$ cat src/design/ivt_pkg.sv
// Package for the integer variable table: sizes, command and status codes,
// state encoding, the result bundle and the name normalization function.
// Used by integer_variable_table_top, ivt_ctrl and the testbench; depends on nothing.
package ivt_pkg;

  localparam int unsigned TABLE_DEPTH = 32;
  localparam int unsigned NAME_CHARS  = 8;

  localparam int unsigned KEY_W = 64;
  localparam int unsigned VAL_W = 32;
  localparam int unsigned ENT_W = KEY_W + VAL_W;
  localparam int unsigned IDX_W = (TABLE_DEPTH > 1) ? $clog2(TABLE_DEPTH) : 1;
  localparam int unsigned CNT_W = $clog2(TABLE_DEPTH + 1);

  typedef enum logic [1:0] {
    CmdSet   = 2'd0,
    CmdGet   = 2'd1,
    CmdClear = 2'd2,
    CmdNop   = 2'd3
  } cmd_e;

  typedef enum logic [1:0] {
    StsOk       = 2'd0,
    StsFull     = 2'd1,
    StsNotFound = 2'd2
  } status_e;

  typedef enum logic [1:0] {
    StIdle,
    StScan,
    StResp
  } state_e;

  typedef struct packed {
    status_e           status;
    logic [VAL_W-1:0]  value;
  } res_t;

  // Keeps the low NAME_CHARS bytes up to the first zero byte.
  function automatic logic [KEY_W-1:0] normalize_name(input logic [KEY_W-1:0] raw);
    logic [KEY_W-1:0] key;
    logic             stop;
    key  = '0;
    stop = 1'b0;
    for (int i = 0; i < 8; i++) begin
      if (i < NAME_CHARS) begin
        if (raw[8*i +: 8] == 8'h00) begin
          stop = 1'b1;
        end
        if (!stop) begin
          key[8*i +: 8] = raw[8*i +: 8];
        end
      end
    end
    return key;
  endfunction

endpackage

$ cat src/design/integer_variable_table_top.sv
// Clear, no-op and set or get on an empty table go straight to the response; set and get
// on a non-empty table first scan the entries in order (at most 32), one per RAM read.
// The sequencer handles one command at a time.
// The output register lets a new command start while the previous result waits.
// Reset empties the table and the output register; entry contents are not cleared.
// Top level of the integer variable table; uses ivt_pkg, ivt_ram and ivt_ctrl.
module integer_variable_table_top (
  input  logic                clk_i,
  input  logic                rst_ni,
  input  logic                in_valid_i,
  output logic                in_ready_o,
  input  logic [1:0]          command_i,
  input  logic [63:0]         var_name_i,
  input  logic signed [31:0]  new_value_i,
  output logic                out_valid_o,
  input  logic                out_ready_i,
  output logic [1:0]          status_o,
  output logic signed [31:0]  read_value_o
);

  logic                      res_valid;
  logic                      res_ready;
  ivt_pkg::res_t             res;
  logic                      ram_we;
  logic [ivt_pkg::IDX_W-1:0] ram_waddr;
  logic [ivt_pkg::ENT_W-1:0] ram_wdata;
  logic [ivt_pkg::IDX_W-1:0] ram_raddr;
  logic [ivt_pkg::ENT_W-1:0] ram_rdata;

  logic                      out_valid_q, out_valid_d;
  ivt_pkg::res_t             out_q;

  ivt_ram #(
    .DEPTH (ivt_pkg::TABLE_DEPTH),
    .WIDTH (ivt_pkg::ENT_W)
  ) u_ram (
    .clk_i   (clk_i),
    .we_i    (ram_we),
    .waddr_i (ram_waddr),
    .wdata_i (ram_wdata),
    .raddr_i (ram_raddr),
    .rdata_o (ram_rdata)
  );

  ivt_ctrl u_ctrl (
    .clk_i       (clk_i),
    .rst_ni      (rst_ni),
    .in_valid_i  (in_valid_i),
    .in_ready_o  (in_ready_o),
    .command_i   (command_i),
    .var_name_i  (var_name_i),
    .new_value_i (new_value_i),
    .res_valid_o (res_valid),
    .res_ready_i (res_ready),
    .res_o       (res),
    .ram_we_o    (ram_we),
    .ram_waddr_o (ram_waddr),
    .ram_wdata_o (ram_wdata),
    .ram_raddr_o (ram_raddr),
    .ram_rdata_i (ram_rdata)
  );

  assign res_ready = !out_valid_q || out_ready_i;

  always_comb begin
    out_valid_d = out_valid_q;
    if (res_valid && res_ready) begin
      out_valid_d = 1'b1;
    end else if (out_ready_i) begin
      out_valid_d = 1'b0;
    end
  end

  always_ff @(posedge clk_i or negedge rst_ni) begin
    if (!rst_ni) begin
      out_valid_q <= 1'b0;
    end else begin
      out_valid_q <= out_valid_d;
    end
  end

  always_ff @(posedge clk_i) begin
    if (res_valid && res_ready) begin
      out_q <= res;
    end
  end

  assign out_valid_o  = out_valid_q;
  assign status_o     = out_q.status;
  assign read_value_o = out_q.value;

endmodule

$ cat src/design/ivt_ram.sv
// Generic simple dual-port RAM with one write port and one registered read port.
// Holds the table entries; depends on nothing.
module ivt_ram #(
  parameter int unsigned DEPTH = 32,
  parameter int unsigned WIDTH = 96,
  parameter int unsigned AW    = (DEPTH > 1) ? $clog2(DEPTH) : 1
) (
  input  logic             clk_i,
  input  logic             we_i,
  input  logic [AW-1:0]    waddr_i,
  input  logic [WIDTH-1:0] wdata_i,
  input  logic [AW-1:0]    raddr_i,
  output logic [WIDTH-1:0] rdata_o
);

  logic [WIDTH-1:0] mem [DEPTH];
  logic [WIDTH-1:0] rdata_q;

  always_ff @(posedge clk_i) begin
    if (we_i) begin
      mem[waddr_i] <= wdata_i;
    end
  end

  always_ff @(posedge clk_i) begin
    rdata_q <= mem[raddr_i];
  end

  assign rdata_o = rdata_q;

endmodule

$ cat src/design/ivt_ctrl.sv
// Command sequencer of the integer variable table: accepts a command, scans the
// entry RAM one entry per cycle, writes back and hands a result on. Uses ivt_pkg.
module ivt_ctrl (
  input  logic                       clk_i,
  input  logic                       rst_ni,
  input  logic                       in_valid_i,
  output logic                       in_ready_o,
  input  logic [1:0]                 command_i,
  input  logic [ivt_pkg::KEY_W-1:0]  var_name_i,
  input  logic [ivt_pkg::VAL_W-1:0]  new_value_i,
  output logic                       res_valid_o,
  input  logic                       res_ready_i,
  output ivt_pkg::res_t              res_o,
  output logic                       ram_we_o,
  output logic [ivt_pkg::IDX_W-1:0]  ram_waddr_o,
  output logic [ivt_pkg::ENT_W-1:0]  ram_wdata_o,
  output logic [ivt_pkg::IDX_W-1:0]  ram_raddr_o,
  input  logic [ivt_pkg::ENT_W-1:0]  ram_rdata_i
);

  ivt_pkg::state_e           state_q, state_d;
  logic [ivt_pkg::IDX_W-1:0] idx_q, idx_d;
  logic [ivt_pkg::CNT_W-1:0] used_q, used_d;
  ivt_pkg::cmd_e             cmd_q, cmd_d;
  logic [ivt_pkg::KEY_W-1:0] key_q, key_d;
  logic [ivt_pkg::VAL_W-1:0] val_q, val_d;
  ivt_pkg::res_t             res_q, res_d;

  logic                      accept;
  logic                      hit;
  logic                      last;
  logic                      full;
  logic [ivt_pkg::KEY_W-1:0] rd_key;
  logic [ivt_pkg::VAL_W-1:0] rd_val;

  assign accept = in_valid_i && (state_q == ivt_pkg::StIdle);
  assign rd_key = ram_rdata_i[ivt_pkg::ENT_W-1 -: ivt_pkg::KEY_W];
  assign rd_val = ram_rdata_i[ivt_pkg::VAL_W-1:0];
  assign hit    = (rd_key == key_q);
  assign last   = ((ivt_pkg::CNT_W'(idx_q) + ivt_pkg::CNT_W'(1)) == used_q);
  assign full   = (used_q == ivt_pkg::CNT_W'(ivt_pkg::TABLE_DEPTH));

  always_comb begin
    state_d = state_q;
    unique case (state_q)
      ivt_pkg::StIdle: begin
        if (accept) begin
          if (((ivt_pkg::cmd_e'(command_i) == ivt_pkg::CmdSet) ||
               (ivt_pkg::cmd_e'(command_i) == ivt_pkg::CmdGet)) &&
              (used_q != '0)) begin
            state_d = ivt_pkg::StScan;
          end else begin
            state_d = ivt_pkg::StResp;
          end
        end
      end
      ivt_pkg::StScan: begin
        if (hit || last) begin
          state_d = ivt_pkg::StResp;
        end
      end
      ivt_pkg::StResp: begin
        if (res_ready_i) begin
          state_d = ivt_pkg::StIdle;
        end
      end
      default: state_d = ivt_pkg::StIdle;
    endcase
  end

  always_comb begin
    idx_d       = idx_q;
    used_d      = used_q;
    cmd_d       = cmd_q;
    key_d       = key_q;
    val_d       = val_q;
    res_d       = res_q;
    ram_we_o    = 1'b0;
    ram_waddr_o = used_q[ivt_pkg::IDX_W-1:0];
    ram_wdata_o = {key_q, val_q};
    ram_raddr_o = '0;
    in_ready_o  = 1'b0;
    res_valid_o = 1'b0;
    unique case (state_q)
      ivt_pkg::StIdle: begin
        in_ready_o = 1'b1;
        if (accept) begin
          cmd_d = ivt_pkg::cmd_e'(command_i);
          key_d = ivt_pkg::normalize_name(var_name_i);
          val_d = new_value_i;
          idx_d = '0;
          res_d = '{status: ivt_pkg::StsOk, value: '0};
          unique case (ivt_pkg::cmd_e'(command_i))
            ivt_pkg::CmdSet: begin
              if (used_q == '0) begin
                ram_we_o    = 1'b1;
                ram_waddr_o = '0;
                ram_wdata_o = {key_d, new_value_i};
                used_d      = ivt_pkg::CNT_W'(1);
              end
            end
            ivt_pkg::CmdGet: begin
              if (used_q == '0) begin
                res_d.status = ivt_pkg::StsNotFound;
              end
            end
            ivt_pkg::CmdClear: begin
              used_d = '0;
            end
            default: begin
            end
          endcase
        end
      end
      ivt_pkg::StScan: begin
        ram_raddr_o = idx_q + ivt_pkg::IDX_W'(1);
        if (hit) begin
          if (cmd_q == ivt_pkg::CmdSet) begin
            ram_we_o    = 1'b1;
            ram_waddr_o = idx_q;
          end else begin
            res_d.value = rd_val;
          end
        end else if (last) begin
          if (cmd_q == ivt_pkg::CmdSet) begin
            if (full) begin
              res_d.status = ivt_pkg::StsFull;
            end else begin
              ram_we_o = 1'b1;
              used_d   = used_q + ivt_pkg::CNT_W'(1);
            end
          end else begin
            res_d.status = ivt_pkg::StsNotFound;
          end
        end else begin
          idx_d = idx_q + ivt_pkg::IDX_W'(1);
        end
      end
      ivt_pkg::StResp: begin
        res_valid_o = 1'b1;
      end
      default: begin
      end
    endcase
  end

  always_ff @(posedge clk_i or negedge rst_ni) begin
    if (!rst_ni) begin
      state_q <= ivt_pkg::StIdle;
      used_q  <= '0;
    end else begin
      state_q <= state_d;
      used_q  <= used_d;
    end
  end

  always_ff @(posedge clk_i) begin
    idx_q <= idx_d;
    cmd_q <= cmd_d;
    key_q <= key_d;
    val_q <= val_d;
    res_q <= res_d;
  end

  assign res_o = res_q;

endmodule

$ cat config.mk
export PLATFORM = sky130hd
export DESIGN_NAME = integer_variable_table_top
export DESIGN_NICKNAME = d
export VERILOG_FILES = /design/src/design/ivt_pkg.sv /design/src/design/integer_variable_table_top.sv /design/src/design/ivt_ram.sv /design/src/design/ivt_ctrl.sv
export SDC_FILE = /design/constraint.sdc
export NUM_CORES = 2
export LEC_CHECK = 0
export ABC_CLOCK_PERIOD_IN_PS = 12700
export BUFFER_PORTS_ARGS = -buffer_cell sky130_fd_sc_hd__buf_2
export CAP_MARGIN = 25
export CORE_AREA = 2 2 479 481
export DETAILED_ROUTE_END_ITERATION = 10
export DIE_AREA = 0 0 481 483
export PLACE_DENSITY = 0.83
export RECOVER_POWER = 50
export SLEW_MARGIN = 5
export SYNTH_ARGS = -nofsm -noshare
export SYNTH_HDL_FRONTEND = slang
export SYNTH_SLANG_ARGS = --single-unit
$ cat constraint.sdc
create_clock -name clk_i -period 12.7 [get_ports clk_i]
set_input_delay 1.27 -clock clk_i [delete_from_list [all_inputs] [get_ports clk_i]]
set_output_delay 1.27 -clock clk_i [all_outputs]
set_load 0.01 [all_outputs]
==> impl_metrics.toml <==
[outcome]
status = "complete, but fails checks"
violations = "max-capacitance violations, max-slew violations"

[critical_path]
startpoint_type = "register"
required_ns = 13.27
cp_max_fo = 55
criticalPathCategory = "reg -> reg"
cp-end-kind = "register"
cpMostUsedCell = "clkbuf_1"
crit_path_max_incr_delay_ns = 3.40
cp_slowest_cell = "clkbuf_1"
arrival_ns = 10.21
path_cells = "inv_1, ha_1, or3b_1, nor4_1, clkbuf_1, clkbuf_1, nand2_1, nand2_1, clkbuf_1"

[timing]
fmax_ghz = 0.104
finalSetupTns_ns = 0
setup_violations = 0
worst_slack_ns = 3.06
skew_ns = 0.102
fin_crit_sh_pct = 75.9
maxSlewViolCount = 581
hold_violations = 0
period_minus_slack_ns = 9.64
slew_headroom_pct = -210
worst_pin_slew_ns = 4.65
rsz0062_at_grt = "no"

[drt]
avgViaCountPerCell = 7.31
wirelength_mm = 345
drc = 0
ant_nets = 0
drtPass1Iterations = 8
routedWlPerCell_um = 35.8
num_vias = 70400
drt_iter0_markers = 13400

[global_routing]
grt_pass1_vias = 69100
gr-total-overflow = 0
antenna_found_initial = 27
use_met1_pct = 38.1
use_met3_pct = 7.54
use_met2_pct = 45.2
grt_max_degree = 192
grtUsageTotal_pct = 28.9
busiest_layer = "met2"
grt_pass1_wl_mm = 486

[yosys]
synth.distinct_cells = 63
synth_edf_count = 3243
synth_area_um2 = 127000
ys.flop_type = "edfxtp_1"
synth.avg_cell_area_um2 = 20.5
ys_ff_latch = 3348
yosys_warnings = 0
async_flop_share_pct = 0.269
synthCells = 6177
ys_seq_area_share_pct = 78.6
synth_nets = 6282

[finish]
fillers = 14000
synthToLayoutAreaGrowth_pct = 11.6
final_area_um2 = 141000
fin_nets = 6473
drive_above_1_share_pct = 20.3
final_util_pct = 62.2

[die]
start_util_pct = 55.8
core_um2 = 227000
dieHeight_um = 483
io_pins = 138
dieArea_um2 = 232000
rows = 175
die_x_um = 481

[cts]
cts_hold_buf = 0
clkLatencyLatePin_ns = 0.99
cts_tree = "yes"
cts_resized = 0
post_cts_buffers = 0
clockBufferDepth = 4
cts_max_level = 5
cts_made_buffers = 332
clkSlewWorstSetupHoldPaths_ns = 0.07
clkSinkCount = 3348
root_buffer = "clkbuf_16"

[place]
placed_area_um2 = 131000
portBuffers = 137
pre_cts_slack_ns = 5.77
gp_congestion = 0.870
place_hpwl_mm = 155

[min_path]
hp-class = "in -> async"

[pwr]
p_leak_nw = 42.2
powerDensity_nw_per_um2 = 207
peakVddDrop_uv = 177

[flow_run]
cap_violations = 14
[metrics by stage]
stage / cells / power, mW / hold slack, ns
floorplan: 6177 / 17.6 / 0.400
global placement: 9006 / 19.3 / 0.401
detailed placement: 9006 / 19.5 / 0.405
CTS: 9591 / 29.1 / 0.143
global route: 9633 / 29.9 / 0.322
finish: 9638 / 29.3 / 0.292
[final timing paths]
| check | from | to | slack (ns) | cells after the start |
|---|---|---|---|---|
| max reg2reg | u_ctrl.used_q[0]$_DFFE_PN0P_ | u_ram.mem[30][37]$_DFFE_PP_ | 3.06 | 9 |
| max | u_ctrl.used_q[0]$_DFFE_PN0P_ | u_ram.mem[30][37]$_DFFE_PP_ | 3.06 | 9 |
| min | rst_ni | u_ctrl.used_q[1]$_DFFE_PN0P_ | 0.29 | 1 |
| min reg2reg | u_ctrl.res_o[3]$_SDFFCE_PN0P_ | read_value_o[3]$_DFFE_PP_ | 0.38 | 0 |
| max in group asynchronous | rst_ni | u_ctrl.state_q[1]$_DFFE_PN0P_ | 12.03 | 1 |
| min in group clk_i | u_ctrl.res_o[3]$_SDFFCE_PN0P_ | read_value_o[3]$_DFFE_PP_ | 0.38 | 0 |
[cells by family after synthesis]
| logic type | synth area share (%) |
|---|---|
| flops | 78.6 |
| compound gates | 6.43 |
| mux | 11.5 |
| buf+inv | 1.40 |
| simple gates | 1.44 |
| xor+xnor | 0.514 |
| fa+ha+maj | 0.0297 |
[power by group]
group	switching (mW)	internal, mW	leakage [nW]
Combinational	3.99	2.33	6.94
Sequential	0.225	13.1	30.2
Clock	4.17	5.49	5.10
[state kept, by name, indices dropped and copies added, names as in the netlist]
name and cells:
u_ram.mem 3072, u_ctrl.used_q 6, u_ctrl.res_o 34, u_ctrl.key_q 64, read_value_o 32, out_valid_o 1
u_ctrl.val_q 32, u_ctrl.idx_q 5, status_o 2, u_ctrl.cmd_q 2, u_ram.rdata_o 96, u_ctrl.state_q 2
[cell usage in the layout, fill, tap and decap left out, drive strengths merged, types with 3 or more instances in the layout]
cell,synthesis,layout
edfxtp,3243,3243
mux4,576,576
clkbuf,337,541
o21ai,392,392
o22ai,384,384
o221ai,384,384
buf,102,175
nand2,156,156
mux2,144,144
clkinv,0,121
dfxtp,96,96
and2,75,75
xnor2,68,68
nor2,29,29
bufinv,0,24
inv,15,22
nor3,21,21
nor4,20,20
and3,20,20
nand4,18,18
clkinvlp,0,13
a21oi,11,11
diode,0,10
dfrtp,9,9
a31oi,8,8
nor2b,6,6
or4,5,5
nand2b,4,4
nand3,3,3
a2111oi,3,3
o2111ai,3,3
a41oi,3,3
ha,3,3
o211ai,3,3
[synth_stat cells, drive strengths merged, types with 4 or more instances]
| master | n | area [um2] |
|---|---|---|
| and2 | 75 | 469 |
| and3 | 20 | 125 |
| clkbuf | 337 | 1260 |
| a31oi | 8 | 50.1 |
| mux2 | 144 | 1620 |
| dfrtp | 9 | 225 |
| nor3 | 21 | 105 |
| nand2b | 4 | 25.0 |
| o21ai | 392 | 1960 |
| or4 | 5 | 37.5 |
| o22ai | 384 | 2400 |
| nor4 | 20 | 125 |
| edfxtp | 3243 | 97400 |
| dfxtp | 96 | 1920 |
| o221ai | 384 | 3360 |
| inv | 15 | 56.3 |
| xnor2 | 68 | 596 |
| mux4 | 576 | 13000 |
| nand4 | 18 | 113 |
| buf | 102 | 457 |
| nor2b | 6 | 37.5 |
| a21oi | 11 | 58.8 |
| nor2 | 29 | 109 |
| nand2 | 156 | 586 |
[final cells by class]
type                       count  area (um2)  share of cell area, %
sequential                  3348       99500                   70.5
tap                         3009        3760                   2.67
clock buffer                 420        9000                   6.37
inverter                      15        61.3                 0.0434
multi-input combinational   2375       25500                   18.0
timing repair buffer         296        1900                   1.35
clock inverter               165        1430                   1.01
antenna                       10        25.0                 0.0177
[critical path: cells and delay by family, from the launching register on]
| kind | cells | cell delay, ns |
|---|---|---|
| flip-flops | 1 | 0.49 |
| AND/OR/NAND/NOR | 4 | 1.82 |
| buffers and inverters | 4 | 6.72 |
| adder cells (fa/ha/maj) | 1 | 0.19 |
[metal layers]
layer	vias to the layer above	wire, um
met5	-	194
met3	1292	49700
met1	35400	112000
li1	26600	-
met4	30	19300
met2	7090	164000
No activity file was read; power rests on OpenSTA's default activity.
